`src/rtl/theq_pkg.sv`:
```
// shared constants for the thresholded histogram equalizer
package theq_pkg;

  localparam int NUM_BINS = 256;
  localparam int PIX_W    = 8;
  localparam int QUOT_W   = 8;

  // configuration register indexes
  localparam logic [1:0] REG_MEAN_LIMIT = 2'd0;
  localparam logic [1:0] REG_ZERO_FLOOR = 2'd1;
  localparam logic [1:0] REG_LOW_BOUND  = 2'd2;
  localparam logic [1:0] REG_HIGH_BOUND = 2'd3;

  // operation codes
  localparam logic OP_GATHER = 1'b0;
  localparam logic OP_MAP    = 1'b1;

  // handshake between the sequencer and the divider
  typedef struct packed {
    logic busy;
    logic done;
  } div_status_t;

endpackage

```
`src/rtl/theq_div.sv`:
```
// restoring divider, one quotient bit per cycle, 8-bit quotient
module theq_div #(
  parameter int W = 29
) (
  input  logic                clk,
  input  logic                rst,
  input  logic                start,
  input  logic [W-1:0]        num,
  input  logic [W-1:0]        den,
  output theq_pkg::div_status_t status,
  output logic [theq_pkg::QUOT_W-1:0] quot
);
  import theq_pkg::*;

  logic [W-1:0]        rem;
  logic [W-1:0]        dsh;
  logic [2:0]          step;
  logic                busy;
  logic                done;
  logic                fits;

  // trial subtract of the shifted divisor
  assign fits = (rem >= dsh);

  // control
  always_ff @(posedge clk) begin
    if (rst) begin
      busy <= 1'b0;
      done <= 1'b0;
      step <= '0;
    end else begin
      done <= 1'b0;
      if (start) begin
        busy <= 1'b1;
        step <= 3'd7;
      end else if (busy) begin
        step <= step - 3'd1;
        if (step == 3'd0) begin
          busy <= 1'b0;
          done <= 1'b1;
        end
      end
    end
  end

  // datapath, quotient is known to stay below 256
  always_ff @(posedge clk) begin
    if (start) begin
      rem  <= num;
      dsh  <= den << 7;
      quot <= '0;
    end else if (busy) begin
      if (fits) begin
        rem <= rem - dsh;
      end
      quot <= {quot[QUOT_W-2:0], fits};
      dsh  <= dsh >> 1;
    end
  end

  assign status = '{busy: busy, done: done};

endmodule

```
`config.mk`:
```
export PLATFORM = sky130hd
export DESIGN_NAME = theq_div
export DESIGN_NICKNAME = d
export VERILOG_FILES = /design/src/rtl/theq_pkg.sv /design/src/rtl/theq_div.sv
export SDC_FILE = /design/constraint.sdc
export NUM_CORES = 1
export LEC_CHECK = 0
export BUFFER_PORTS_ARGS = -buffer_cell sky130_fd_sc_hd__buf_2
export CORE_ASPECT_RATIO = 0.7
export CORE_MARGIN = 2
export CORE_UTILIZATION = 50
export CTS_BUF_LIST = sky130_fd_sc_hd__clkbuf_4 sky130_fd_sc_hd__clkbuf_8 sky130_fd_sc_hd__clkbuf_16
export DETAILED_ROUTE_END_ITERATION = 6
export PLACE_DENSITY_LB_ADDON = 0.12
export SYNTH_ARGS = -nofsm -noshare
export SYNTH_HDL_FRONTEND = slang
export SYNTH_SLANG_ARGS = --single-unit
```
`constraint.sdc`:
```
create_clock -name clk -period 5.3 [get_ports clk]
set_clock_uncertainty 0.05 [all_clocks]
set_input_delay 0.265 -clock clk [delete_from_list [all_inputs] [get_ports clk]]
set_output_delay 0.265 -clock clk [all_outputs]
set_load 0.02 [all_outputs]
```
==> qor.txt <==
CTS resizes: 0
Final Hold Fails: 0
Setup Buffers After CTS: 0
CTS Buffer Depth: 2
vias per inst: 5.73
worst slew pin tran: 0.938 ns
Syn. warnings: 0
post-route ant nets: 0
Skew-Pair Late Insertion Delay: 0.33 ns
Chip Width: 122 um
relative slew slack: 37.3%
Detailed Route WL: 11.6 mm
H-Tree Depth: 3
CTS root buffer: clkbuf_16
TNS Setup: 0 ns
async set-reset flop share out of synthesis: 0%
DRT Pass-1 Iters: 5
Hold Crit Class: in2reg
synth-to-layout area growth: 13.5%
CTS tree: done
Final setup viols: 0
status: finished, final reports clean
Clk pin slew, worst setup/hold paths: 0.06 ns
DR WL/cell: 16.1 um
CTS Sinks: 71
CP Max Fanout: 29
vias in the first global route: 3,783
Worst setup SP type: flip-flop
Rows: 30
Post-CTS Hold Buffers: 0
drt first-iter violations: 337
# diodes: 0
GR Overflow Total: 0
max cap viols: 0
antenna violations before repair: 0
Slew Limit Fails: 0
Power Dens Cells: 402 mW/mm^2
Synth Cell Area: 0.00486 mm^2
first-pass GRT wire length: 19.0 mm
Via Count: 4,130
Mapped Cells: 539
final core utilization: 57.6%
full die area: 0.0105 mm^2
CTS Buf Count: 9
placed cell count: 705
gr usage total: 23.0%
number of port buffers: 63
Core Footprint: 0.00957 mm^2
num ports: 71
Crit. End Element: flip-flop
WP data required: 5.23 ns
IR drop worst, VDD: 0.000167 V
Tmin final: 3.09 ns
DRC violations left: 0
RSZ-0062 raised after global routing: false
Static Leak: 2.30 nW
CP Class: reg2reg
multi-input logic area: 0.00266 mm^2
syn_nets: 632
CP arrival: 3.03 ns
Fmax: 0.323 GHz
largest net degree at the start of global routing: 57
Final nets: 681
Synth Flop Type: edfxtp_1
Final Non-Filler Cells: 721
Fill cells: 886
number of synthesized register bits: 71
sequential element share of the synthesized area: 39.7%
Avg Inst Size Synth: 9.02 um^2
Reg area: 0.00193 mm^2
Die Y: 86.5 um
detailed placement HPWL: 8.22 mm
routability cong.: 0.905
Initial Util: 50.8%
Yosys cell types: 65
layout cells sized above 1: 17.0%
EDFF count, synth: 51
Tcrit/Tclk final: 58.4%
## path summary, 6_finish.rpt
check        slack (ns)     from  cells after the start       to
max                2.21  dsh[10]                      9  rem[17]
min                0.10      rst                      2  step[2]
max reg2reg        2.21  dsh[10]                      9  rem[17]
min reg2reg        0.44  quot[7]                      2  quot[7]
## kinds of logic (layout without fill, tap and decap cells)
logic type,count (synthesis),count (layout),share of synthesized area [%]
flops,71,71,39.7
mux,18,18,3.76
fa+ha+maj,32,32,8.39
xor+xnor,12,12,2.16
simple gates,177,177,17.3
buf+inv,70,124,5.64
compound gates,159,159,23.0
## state kept, by name (all words and copies together), names as in the netlist
register  cells
done          1
step          3
rem          29
quot          8
dsh          29
busy          1
## layout by cell type (no fill, tap or decap), types with 4 or more instances in the layout
cell type  netlist  final
nand2_1         70     70
buf_2            3     62
edfxtp_1        51     51
nor2_1          44     44
inv_1           42     42
o21ai_0         38     38
ha_1            31     31
a21oi_1         30     30
dfxtp_1         20     20
mux2i_1         16     16
a21o_1          13     13
nor3_1          11     11
a22o_1          10     10
clkbuf_16        0      9
nand3_1          8      8
a211oi_1         7      7
xor2_1           7      7
o21a_1           6      6
nand4_1          6      6
and3_1           6      6
o31ai_1          6      6
nor2b_1          5      5
xnor2_1          5      5
a211o_1          4      4
and2_1           4      4
a31oi_1          4      4
nand2b_1         4      4
buf_4            2      4
## synth_stat cells (all sizes together), types with 3 or more instances
library cell	count	share of area, %
nand2	70	5.4
edfxtp	51	32
nor2	44	3.4
inv	42	3.2
o21ai	41	4.3
a21oi	31	3.3
ha	31	8.0
dfxtp	20	8.2
clkbuf	16	1.2
mux2i	16	3.3
a21o	13	2.0
buf	12	1.2
nor3	12	1.3
a211oi	11	2.3
a22o	10	1.8
nand3	9	1.0
xor2	7	1.3
and3	6	0.77
nand4	6	0.77
o21a	6	0.93
o31ai	6	0.93
nor2b	5	0.64
xnor2	5	0.90
a2111oi	4	1.1
a211o	4	0.72
a21boi	4	0.62
a31oi	4	0.51
and2	4	0.51
nand2b	4	0.51
nor4	4	0.82
a311oi	3	0.54
and4	3	0.54
o211ai	3	0.46
o22ai	3	0.39
o311a	3	0.62
or2	3	0.39
## metal layers
metal  up-vias  GRT usage (%)  wire length [um]  share of wire, %
li1       2071              -                 -                 -
met1      1922           35.7              6120                53
met2       123           32.6              4680                40
met3        14           4.93               668               5.8
met4         0           5.33               117               1.0
met5         -              0                 0                 0
## metrics by stage
stage / instance area, um^2 / worst slack, ns / power, mW / hold WS (ns)
after detailed placement: 5250 / 2.25 / 1.65 / 0.430
after global routing: 5520 / 2.00 / 2.37 / 0.111
after CTS: 5520 / 2.23 / 2.22 / 0.0957
final: 5520 / 2.21 / 2.22 / 0.103
after global placement: 5250 / 2.29 / 1.63 / 0.419
after floorplan: 4860 / 2.14 / 1.44 / 0.284
## power breakdown
group          total (mW)  switching (mW)  internal, mW  leakage, nW
Combinational       0.921           0.564         0.356         1.47
Sequential          0.735          0.0323         0.702        0.682
Clock               0.562           0.231         0.331        0.141
## layout make-up
class	instances	area share, %
clock buffer	12	4.49
clock inverter	4	0.408
tap	128	2.90
inverter	42	2.86
multi-input combinational	398	48.1
sequential	71	35.0
timing repair buffer	66	6.17
## critical path, stage by stage, from the launching register on
cell	delay, ns
edfxtp_1	0.36
inv_1	0.06
ha_1	0.44
nand2_1	0.13
nor3_2	0.38
nor4_4	0.12
a211oi_4	0.44
o311ai_1	0.20
nand3_1	0.13
buf_4	0.41
No activity file was read; power rests on OpenSTA's default activity.
